## config.mk

```make
export PLATFORM = sky130hd
export DESIGN_NAME = json_string_escaper
export DESIGN_NICKNAME = d
export VERILOG_FILES = /design/src/hw/rtl/jse_pkg.sv /design/src/hw/rtl/json_string_escaper.sv /design/src/hw/rtl/jse_front.sv /design/src/hw/rtl/jse_cmd_queue.sv /design/src/hw/rtl/jse_back.sv
export VERILOG_INCLUDE_DIRS = /design/src /design/src/hw/rtl
export SDC_FILE = /design/constraint.sdc
export NUM_CORES = 1
export LEC_CHECK = 0
export ABC_CLOCK_PERIOD_IN_PS = 3600
export BUFFER_PORTS_ARGS = -buffer_cell sky130_fd_sc_hd__buf_4
export CAP_MARGIN = 20
export CORE_UTILIZATION = 43
export CTS_CLUSTER_DIAMETER = 120
export CTS_CLUSTER_SIZE = 30
export DETAILED_ROUTE_END_ITERATION = 16
export SLEW_MARGIN = 5
export SYNTH_ARGS = -nofsm -noshare
export SYNTH_HDL_FRONTEND = slang
export SYNTH_SLANG_ARGS = --single-unit
```

## constraint.sdc

```tcl
create_clock -name clk_i -period 3.6 [get_ports clk_i]
set_input_delay 0.18 -clock clk_i [delete_from_list [all_inputs] [get_ports clk_i]]
set_output_delay 0.18 -clock clk_i [all_outputs]
set_load 0.02 [all_outputs]
```

## src/hw/rtl/json_string_escaper_defines.svh

```systemverilog
// Assertion macros for the escaper RTL.
// Every check samples on clk_i and is held off while rst_ni is low.
`ifndef JSON_STRING_ESCAPER_DEFINES_SVH
`define JSON_STRING_ESCAPER_DEFINES_SVH

// Property checked at every clock edge out of reset.
`define JSE_ASSERT(lbl, prop) \
  lbl: assert property (@(posedge clk_i) disable iff (!rst_ni) (prop)) \
    else $error("json_string_escaper assertion failed");

// Implication: consequent checked in the cycle after the antecedent.
`define JSE_ASSERT_NEXT(lbl, ante, cons) \
  lbl: assert property (@(posedge clk_i) disable iff (!rst_ni) (ante) |=> (cons)) \
    else $error("json_string_escaper assertion failed");

`endif

```

## src/hw/rtl/jse_pkg.sv

```systemverilog
// ----------------------------------------------------------------------------
// jse_pkg
// Types, codes and helpers shared by the JSON string escaper modules.
// ----------------------------------------------------------------------------
package jse_pkg;

  // Input action codes
  localparam logic [1:0] ACT_OPEN  = 2'd0;
  localparam logic [1:0] ACT_CHAR  = 2'd1;
  localparam logic [1:0] ACT_CLOSE = 2'd2;

  // ASCII bytes used in escapes
  localparam logic [6:0] CH_QUOTE = 7'h22;
  localparam logic [6:0] CH_BSL   = 7'h5C;
  localparam logic [6:0] CH_SLASH = 7'h2F;
  localparam logic [6:0] CH_U     = 7'h75;
  localparam logic [6:0] CH_ZERO  = 7'h30;
  localparam logic [6:0] CH_B     = 7'h62;
  localparam logic [6:0] CH_F     = 7'h66;
  localparam logic [6:0] CH_N     = 7'h6E;
  localparam logic [6:0] CH_R     = 7'h72;
  localparam logic [6:0] CH_T     = 7'h74;
  localparam logic [6:0] CH_UPPER_A = 7'h41;

  // Control bytes with a short escape
  localparam logic [7:0] CTL_BS = 8'h08;
  localparam logic [7:0] CTL_HT = 8'h09;
  localparam logic [7:0] CTL_LF = 8'h0A;
  localparam logic [7:0] CTL_FF = 8'h0C;
  localparam logic [7:0] CTL_CR = 8'h0D;

  // Printable range limits
  localparam logic [7:0] PRINT_LO = 8'h20;
  localparam logic [7:0] PRINT_HI = 8'd126;

  // Queue depth and byte index width (six bytes at most per item)
  localparam int unsigned QDepth = 2;
  localparam int unsigned QPtrW  = $clog2(QDepth);
  localparam int unsigned IdxW   = 3;

  // How an item expands
  typedef enum logic [1:0] {
    KIND_ONE = 2'd0,  // one byte, the data itself
    KIND_TWO = 2'd1,  // backslash, then the data
    KIND_UNI = 2'd2   // backslash u 0 0 and two hex digits of the data
  } kind_e;

  typedef struct packed {
    logic [1:0] action;
    logic [7:0] char_in;
  } in_item_t;

  typedef struct packed {
    logic [6:0] char_out;
    logic       run_last;
  } out_item_t;

  typedef struct packed {
    kind_e      kind;
    logic [7:0] data;
  } cmd_t;

  typedef struct packed {
    logic full;
    logic empty;
  } q_status_t;

  // Upper-case hex digit of a nibble
  function automatic logic [6:0] hex_digit(input logic [3:0] nib);
    logic [6:0] res;
    if (nib < 4'd10) begin
      res = CH_ZERO + {3'd0, nib};
    end else begin
      res = CH_UPPER_A + {3'd0, nib} - 7'd10;
    end
    return res;
  endfunction

  // Index of the final byte of an expansion
  function automatic logic [IdxW-1:0] last_idx(input kind_e kind);
    logic [IdxW-1:0] res;
    case (kind)
      KIND_ONE: res = IdxW'(0);
      KIND_TWO: res = IdxW'(1);
      KIND_UNI: res = IdxW'(5);
      default:  res = IdxW'(0);
    endcase
    return res;
  endfunction

endpackage

```

## src/hw/rtl/json_string_escaper.sv

```systemverilog
// An accepted item is written into the command queue; its first output byte then goes to the output register.
// Throughput: one output byte per cycle while out_ready_i is high and a command
//   is queued; an item expands to 1, 2 or 6 bytes through the single output register.
// Input accepts every cycle while the two-entry command queue is not full.
// Reset (rst_ni, async active low) empties the queue and output register.
// ----------------------------------------------------------------------------
// json_string_escaper
// Escapes a byte stream into a JSON quoted string, one byte per result.
// ----------------------------------------------------------------------------
`include "json_string_escaper_defines.svh"

module json_string_escaper (
  input  logic                clk_i,
  input  logic                rst_ni,
  input  logic                in_valid_i,
  output logic                in_ready_o,
  input  jse_pkg::in_item_t   in_item_i,
  output logic                out_valid_o,
  input  logic                out_ready_i,
  output jse_pkg::out_item_t  out_item_o
);
  import jse_pkg::*;

  logic      push;
  logic      pop;
  cmd_t      push_cmd;
  cmd_t      head;
  q_status_t q_status;

  // Front: classify items
  jse_front u_front (
    .in_valid_i (in_valid_i),
    .in_ready_o (in_ready_o),
    .in_item_i  (in_item_i),
    .push_o     (push),
    .cmd_o      (push_cmd),
    .q_full_i   (q_status.full)
  );

  // Queue between the two halves
  jse_cmd_queue u_queue (
    .clk_i      (clk_i),
    .rst_ni     (rst_ni),
    .push_i     (push),
    .push_cmd_i (push_cmd),
    .pop_i      (pop),
    .head_o     (head),
    .status_o   (q_status)
  );

  // Back: emit escaped bytes
  jse_back u_back (
    .clk_i        (clk_i),
    .rst_ni       (rst_ni),
    .head_i       (head),
    .head_valid_i (!q_status.empty),
    .pop_o        (pop),
    .out_valid_o  (out_valid_o),
    .out_ready_i  (out_ready_i),
    .out_item_o   (out_item_o)
  );

  // Checks
  `JSE_ASSERT(a_no_push_full, !(push && q_status.full))
  `JSE_ASSERT(a_no_pop_empty, !(pop && q_status.empty))
  `JSE_ASSERT_NEXT(a_pop_marks_last, pop, out_valid_o && out_item_o.run_last)

endmodule

```

## src/hw/rtl/jse_front.sv

```systemverilog
// ----------------------------------------------------------------------------
// jse_front
// Classifies an input item into an expansion command for the back end.
// ----------------------------------------------------------------------------
module jse_front (
  input  logic              in_valid_i,
  output logic              in_ready_o,
  input  jse_pkg::in_item_t in_item_i,
  output logic              push_o,
  output jse_pkg::cmd_t     cmd_o,
  input  logic              q_full_i
);
  import jse_pkg::*;

  logic has_cmd;

  assign in_ready_o = !q_full_i;
  assign push_o     = in_valid_i && in_ready_o && has_cmd;

  // Decode action and byte class
  always_comb begin
    has_cmd   = 1'b1;
    cmd_o.kind = KIND_ONE;
    cmd_o.data = in_item_i.char_in;
    case (in_item_i.action)
      ACT_OPEN, ACT_CLOSE: begin
        cmd_o.kind = KIND_ONE;
        cmd_o.data = {1'b0, CH_QUOTE};
      end
      ACT_CHAR: begin
        case (in_item_i.char_in)
          {1'b0, CH_QUOTE}, {1'b0, CH_BSL}, {1'b0, CH_SLASH}: begin
            cmd_o.kind = KIND_TWO;
          end
          CTL_BS: begin
            cmd_o.kind = KIND_TWO;
            cmd_o.data = {1'b0, CH_B};
          end
          CTL_FF: begin
            cmd_o.kind = KIND_TWO;
            cmd_o.data = {1'b0, CH_F};
          end
          CTL_LF: begin
            cmd_o.kind = KIND_TWO;
            cmd_o.data = {1'b0, CH_N};
          end
          CTL_CR: begin
            cmd_o.kind = KIND_TWO;
            cmd_o.data = {1'b0, CH_R};
          end
          CTL_HT: begin
            cmd_o.kind = KIND_TWO;
            cmd_o.data = {1'b0, CH_T};
          end
          default: begin
            if (in_item_i.char_in < PRINT_LO || in_item_i.char_in > PRINT_HI) begin
              cmd_o.kind = KIND_UNI;
            end else begin
              cmd_o.kind = KIND_ONE;
            end
          end
        endcase
      end
      // unused action: accepted, produces nothing
      default: begin
        has_cmd = 1'b0;
      end
    endcase
  end

endmodule

```

## src/hw/rtl/jse_cmd_queue.sv

```systemverilog
// ----------------------------------------------------------------------------
// jse_cmd_queue
// Small FIFO of expansion commands between front and back end.
// ----------------------------------------------------------------------------
module jse_cmd_queue (
  input  logic                clk_i,
  input  logic                rst_ni,
  input  logic                push_i,
  input  jse_pkg::cmd_t       push_cmd_i,
  input  logic                pop_i,
  output jse_pkg::cmd_t       head_o,
  output jse_pkg::q_status_t  status_o
);
  import jse_pkg::*;

  cmd_t              mem_q [QDepth];
  logic [QPtrW-1:0]  wr_ptr_q, wr_ptr_d;
  logic [QPtrW-1:0]  rd_ptr_q, rd_ptr_d;
  logic [QPtrW:0]    count_q, count_d;

  assign status_o.full  = (count_q == (QPtrW+1)'(QDepth));
  assign status_o.empty = (count_q == '0);
  assign head_o         = mem_q[rd_ptr_q];

  // Pointer and fill count update
  always_comb begin
    wr_ptr_d = push_i ? wr_ptr_q + 1'b1 : wr_ptr_q;
    rd_ptr_d = pop_i  ? rd_ptr_q + 1'b1 : rd_ptr_q;
    count_d  = count_q + (QPtrW+1)'(push_i) - (QPtrW+1)'(pop_i);
  end

  always_ff @(posedge clk_i or negedge rst_ni) begin
    if (!rst_ni) begin
      wr_ptr_q <= '0;
      rd_ptr_q <= '0;
      count_q  <= '0;
    end else begin
      wr_ptr_q <= wr_ptr_d;
      rd_ptr_q <= rd_ptr_d;
      count_q  <= count_d;
    end
  end

  // Storage, no reset needed
  always_ff @(posedge clk_i) begin
    if (push_i) begin
      mem_q[wr_ptr_q] <= push_cmd_i;
    end
  end

endmodule

```

## src/hw/rtl/jse_back.sv

```systemverilog
// ----------------------------------------------------------------------------
// jse_back
// Expands the head command byte by byte into the output register.
// ----------------------------------------------------------------------------
module jse_back (
  input  logic                clk_i,
  input  logic                rst_ni,
  input  jse_pkg::cmd_t       head_i,
  input  logic                head_valid_i,
  output logic                pop_o,
  output logic                out_valid_o,
  input  logic                out_ready_i,
  output jse_pkg::out_item_t  out_item_o
);
  import jse_pkg::*;

  logic [IdxW-1:0] idx_q, idx_d;
  logic            out_valid_q, out_valid_d;
  out_item_t       out_q, out_d;
  logic            load;
  logic            is_last;
  logic [6:0]      cur_byte;

  assign load    = head_valid_i && (!out_valid_q || out_ready_i);
  assign is_last = (idx_q == last_idx(head_i.kind));
  assign pop_o   = load && is_last;

  // Byte at the current index of the expansion
  always_comb begin
    cur_byte = head_i.data[6:0];
    case (head_i.kind)
      KIND_ONE: cur_byte = head_i.data[6:0];
      KIND_TWO: cur_byte = (idx_q == '0) ? CH_BSL : head_i.data[6:0];
      KIND_UNI: begin
        case (idx_q)
          IdxW'(0): cur_byte = CH_BSL;
          IdxW'(1): cur_byte = CH_U;
          IdxW'(2): cur_byte = CH_ZERO;
          IdxW'(3): cur_byte = CH_ZERO;
          IdxW'(4): cur_byte = hex_digit(head_i.data[7:4]);
          default:  cur_byte = hex_digit(head_i.data[3:0]);
        endcase
      end
      default: cur_byte = head_i.data[6:0];
    endcase
  end

  // Index and output register next values
  always_comb begin
    idx_d       = idx_q;
    out_d       = out_q;
    out_valid_d = out_valid_q && !out_ready_i;
    if (load) begin
      idx_d          = is_last ? '0 : idx_q + 1'b1;
      out_d.char_out = cur_byte;
      out_d.run_last = is_last;
      out_valid_d    = 1'b1;
    end
  end

  always_ff @(posedge clk_i or negedge rst_ni) begin
    if (!rst_ni) begin
      idx_q       <= '0;
      out_valid_q <= 1'b0;
    end else begin
      idx_q       <= idx_d;
      out_valid_q <= out_valid_d;
    end
  end

  always_ff @(posedge clk_i) begin
    out_q <= out_d;
  end

  assign out_valid_o = out_valid_q;
  assign out_item_o  = out_q;

endmodule

```

Word level (Yosys, flattened, before mapping)
Memory sizes are Yosys's and may differ from the RTL's. Cells that the tools add are included.

Register bits: 16. RAM bits: 20. Input port bits: 14. Output and inout port bits: 10. Word-level logic and storage cells: 74. Memories: 1.

Add/sub/neg operators: 11. $lt $le $gt $ge: 4. Equal/unequal tests: 18. Mux-type cells: 15. Reduce and logical (&&, ||, !) cells: 18.

Memories: u_queue.mem_q (depth 2, bits a word 10, read ports 1, clocked after memory_dff 0, write ports 1, line jse_cmd_queue.sv:16) `cmd_t mem_q [QDepth];`.

Operators by type and width (number): $eq 8x4->1 const B (5); $pmux 8 s5 (1); $pmux 7 s4 (1); $mux 7 (3); $pmux 10 s2 (1); $eq 8x6->1 const B (2); $add 6x4->7 const A (2); $add 7x4->7 const A (2); $pmux 7 s2 (1); $sub 7x4->7 const B (2); $eq 8x7->1 const B (1); $gt 8x7->1 const B (1); $lt 4x4->1 const B (2); $lt 8x6->1 const B (1); $reduce_or 8->1 (1); $eq 2x2->1 const B (3); $eq 3x2->1 const B (2); $pmux 3 s2 (1); $logic_and 1x1->1 (5); $eq 2x1->1 const B (2); $logic_not 1->1 (4); $logic_not 2->1 (2); $mux 1 (4); $mux 2 (2); 12 further kinds (15).

Logic depth before layout (Yosys ltp)
Depth in word-level cells: 6. Gate-level depth with buffers: 14. Mapped depth without buffers: 11.

Hierarchy
From an unflattened synthesis, not the netlist that was laid out.

Cells, all modules: 187. Area, all modules: 2193.4 sq um.

By module, submodules not included: jse_cmd_queue (times used 1, cells each 46, area each 954.7 sq um, seq. area each 700.7 sq um); jse_back (times used 1, cells each 102, area each 945.9 sq um, seq. area each 340.3 sq um); jse_front (times used 1, cells each 38, area each 289.0 sq um, seq. area each 0.0 sq um); json_string_escaper (times used 1, cells each 1, area each 3.8 sq um, seq. area each 0.0 sq um).

Least setup slack after synthesis
Ideal clock, no wire load.

Path type: register -> register. Start: register u_queue.rd_ptr_q. End: register u_queue.count_q[1]. Library setup time: 0.080 ns. Data arrival time: 2.519 ns. Data required time: 3.520 ns. Path slack: 1.002 ns. Cell stages (with the launch flop): 15. Buffers on the path: 3. Period minus slack after synthesis: 2.598 ns. Cells stage by stage: dfrtp_1 buf_6 buf_6 mux2i_1 inv_1 ha_1 buf_4 xnor2_1 nor3_2 and2_1 ha_1 inv_1 ha_1 xnor2_1 xnor2_1.

Word-level cells in the longest chain between the ends: 6. Elaborated cells on any way between the ends: 7. Classes of those cells: add/sub (1); eq/ne (3); mux (1); reduce/logical (1); memory (1).

Ends and longest elaborated chain: start: declaration (line jse_cmd_queue.sv:18) `logic [QPtrW-1:0] rd_ptr_q, rd_ptr_d;`; start signal: assignment (line jse_cmd_queue.sv:39) `rd_ptr_q <= rd_ptr_d;`; $mem_v2 2x10 (*); $eq 2x2->1 / $eq 2x1->1 (equally long branches) (line jse_pkg.sv:82) `case (kind)`; $pmux 3 s2 (*) (line jse_pkg.sv:82); $eq 3x3->1 (*) (line jse_back.sv:25) `assign is_last = (idx_q == last_idx(head_i.kind));`; net u_back.is_last (line jse_back.sv:21) `logic is_last;`; $logic_and 1x1->1 (*) (line jse_back.sv:26) `assign pop_o = load && is_last;`; net pop (line json_string_escaper.sv:25) `logic pop;`; $sub 2x1->2 (*) (line jse_cmd_queue.sv:29) `count_d = count_q + (QPtrW+1)'(push_i) - (QPtrW+1)'(pop_i);`; net u_queue.count_d[1] (line jse_cmd_queue.sv:19) `logic [QPtrW:0] count_q, count_d;`; end signal: assignment (line jse_cmd_queue.sv:40) `count_q <= count_d;`; end: declaration (line jse_cmd_queue.sv:19).

The timed path passes the listed nets; every way through them passes the cells marked *. A chain may end at the register's enable or synchronous reset.

Worst setup path after layout
Same ends and word-level chain as after synthesis.

==> impl_results.md <==
* Post-Syn Area at 2210 um^2
* Clock root cell: clkbuf_8
* Dominant synthesized flop cell: edfxtp_1
* End of the critical path: u_queue.count_q[1]
* Post-Syn Nets at approximately 240
* Vias at 1600
* Data required, critical path at 3.81 ns
* Post-synthesis simple-gate area fraction at 0.171
* # setup viols final at 0
* Avg Vias per Cell at approximately 5.2
* Synth top cells by count: edfxtp_1 (28), nor2_1 (25), inv_1 (20)
* Initial Utilization at 0.458
* Leakage at 1.03 nW
* Drt drc at 0
* Net switching power at 826 uW
* Tcrit/Tclk final at 0.724
* Fin Setup TNS at 0 ns
* Cell with the most instances after synthesis: edfxtp_1
* Global-route wire length before repair at ~7.0 mm
* WL/cell at 13.3 um
* RePlAce Congestion at between 0.8 and 0.9
* Status: finished, final reports clean
* Post-synth top area cell: edfxtp_1
* Sequential share of the synthesized area at 0.472
* RSZ-0062 raised after global routing: false
* Worst Reg2Reg Path Length in Cells at 11
* Pin count of the biggest net entering global routing at 17
* Post-synthesis xor/xnor area fraction at 0.0238
* H-tree Lvls at 2
* Clock Path Buffers at 2
* Vias in the first global route at 1493
* Congestion Overflow GR at 0
* Number of synthesized flops with an enable pin at 28
* Worst Setup Start Kind: register
* Post-CTS Setup Repair Bufs at 0
* Area Overhead vs Synth at 15.7%
* Worst Hold Margin at between 0.1 and 0.15 ns
* Crit Reg-Reg Startpoint: u_queue.rd_ptr_q
* Critical path peak fanout at 9
* DR pass1 iterations at 4
* Max rail drop VDD at 0.000269 V
* Largest family of logic cells by synthesized area: simple AND/OR/NAND/NOR gates
* Worst Skew at a little under 0.007 ns
* Final #Nets at between 200 and 300
* WP depth at 11
* Worst-margin pin slew at slightly below 0.8 ns
* Main area contributors after synthesis: edfxtp_1 (38%), dfrtp_1 (9.1%), ha_1 (5.1%)
* Crit Path Class: register to register
* Rows at 25
* Resized cells post-CTS at 0
* Final Max Tran Viols at 0
* Buffer and inverter count on the worst path at 2
* N_diodes at 0
* Switching share of power at 0.397
* Initial antenna violation count at 0
* Hold/Removal Path Class: input pin to register
* Worst-path clk slew at approximately 0.070 ns
* GR Util All Layers at 0.173
* Combinational Power Share at 0.488
* FFs w/ async S/R, synth at 0.222
* Synth warnings at 0
* Die X at about 74 um
* R2r setup slk at ~0.99 ns
* Flops & latches, synth at 36
* Reg2reg end: u_queue.count_q[1]
* Min Tclk post-route at ~2.6 ns
* PD cells at about 820 nW/um^2
* Synth Instances at 215
* Syn Area/Cell at ~10 um^2
* Core Region at around 4800 um^2
* F_max at 0.384 GHz
* CTS Buf Count at 5
* Seq pwr share at 0.343
* Die Y at 73.6 um
* CP cell instances: mux2i_1, inv_1, ha_1, xnor2_1, nor3_2, and2_1, ha_1, inv_1, ha_1, xnor2_1, xnor2_1
* Antenna Nets Post-Route at 0
* Final Hold Vio Count at 0
* Number of I/O pins at 24
* Hold-fix buffers, CTS at 1
* Post-synth cell types at 49
* Crit path DAT at ~2.8 ns
* Slew margin rel. at 0.472
* Critical path's slowest cell: ha_1
* Dpl hpwl at 3.21 mm
* Port bufs at 23
* Final wirelength at a little over 4 mm
* Share of the synthesized area in the top cell type at 0.381
* Crit path from: u_queue.rd_ptr_q
* Clock Sinks at 36
* Die area at ~5400 um^2
* CTS tree: yes
* Adder-cell share of the synthesized area at 0.0510
* Max stage delay on crit path at about 0.47 ns
* Share of cells above drive strength 1 at 0.185
* Clock power share at 0.169
* Multiplexer share of the synthesized area at 0.0799
* Largest delay share family, worst path: adder cells
* Complex-gate fraction of the synthesized area at 0.151
* Number of DRC markers in iteration 0 at about 110
* Max Cap Viol at 0
* Pint at ~1.3 mW
* Clock latency on the worst-skew pair at just under 0.3 ns
* CP Capture Type: register
-- worst min-delay path by stage --
| stage | endpoint | cells after the start | startpoint | slack (ns) |
|---|---|---|---|---|
| final | u_back.out_valid_o | 3 | out_ready_i | 0.15 |
| after global routing | u_back.out_valid_o | 3 | out_ready_i | 0.15 |
| after CTS | u_back.out_valid_o | 3 | out_ready_i | 0.15 |
| after detailed placement | u_back.out_valid_o | 1 | rst_ni | 0.009 |
| after global placement | u_back.idx_q[2] | 1 | rst_ni | 0.007 |
| after floorplan | u_back.idx_q[0] | 0 | rst_ni | -0.12 |
-- layer usage --
layer	up-vias	wire length, um	track usage	share of wire
met4	0	68	0.0748	0.016
met5	-	0	0	0
li1	826	-	-	-
met3	6	117	0.0370	0.028
met2	31	2040	0.288	0.50
met1	737	1890	0.216	0.46
-- state kept, by name, summed over array words and instances (netlist names) --
signal	cells
u_back.out_item_o	8
u_queue.rd_ptr_q	1
u_back.out_valid_o	1
u_queue.count_q	2
u_back.idx_q	3
u_queue.wr_ptr_q	1
u_queue.mem_q	20
-- power by group through the flow --
stage	sequential, mW	combinational (mW)	clock [mW]
2_1_floorplan	0.761	0.736	0
3_3_place_gp	0.721	1.02	0
3_5_place_dp	0.724	1.01	0
4_1_cts	0.717	1.02	0.360
5_1_grt	0.734	1.13	0.376
6_report	0.714	1.02	0.352
-- cells in the final DEF, fill, tap and decap left out, drive strengths merged, types with 2 or more instances in the layout --
cell type	instances
dfrtp	8
or3	2
nand2b	7
o22ai	2
o31ai	2
a21oi	13
nor2	25
nand4	2
inv	20
nor3	5
mux2	5
nand3b	2
mux2i	10
o21ai	12
nor4	2
a211oi	5
xnor2	5
or2	4
edfxtp	28
ha	9
and2	3
nor2b	2
nand2	16
clkbuf	5
and3	2
buf	24
nand3	4
-- tightest hold or removal path, cell delays in order --
cell and delay (ns):
buf_4 0.07, nand2b_1 0.10, nand2_1 0.05
-- layout make-up --
cell class / count / area [um^2]
inverter: 20 / 75.1
clock buffer: 5 / 68.8
sequential: 36 / 1040
clock inverter: 3 / 42.5
fill: 486 / 2260
timing repair buffer: 25 / 190
multi-input combinational: 154 / 1050
tap: 67 / 83.8
-- kinds of logic (layout without fill, tap and decap cells) --
logic type	after synthesis	after routing
buffers and inverters	25	53
and+or+nand+nor	77	77
AOI/OAI and AO/OA	47	47
adders and majority gates	9	9
xor gates and xnor gates	6	6
DFF	36	36
muxes	15	15
-- metrics by stage --
step / power [mW] / std cells / utilization / setup slack, ns / cell area [um^2]
2_1_floorplan: 1.50 / 215 / - / 1.00 / 2210
3_3_place_gp: 1.74 / 301 / 0.505 / 1.04 / 2430
3_5_place_dp: 1.74 / 301 / 0.505 / 0.997 / 2430
4_1_cts: 2.10 / 310 / 0.530 / 0.959 / 2550
5_1_grt: 2.24 / 310 / 0.530 / 0.691 / 2550
6_report: 2.08 / 310 / 0.530 / 0.993 / 2550
Power figures use the tool's default switching activity.
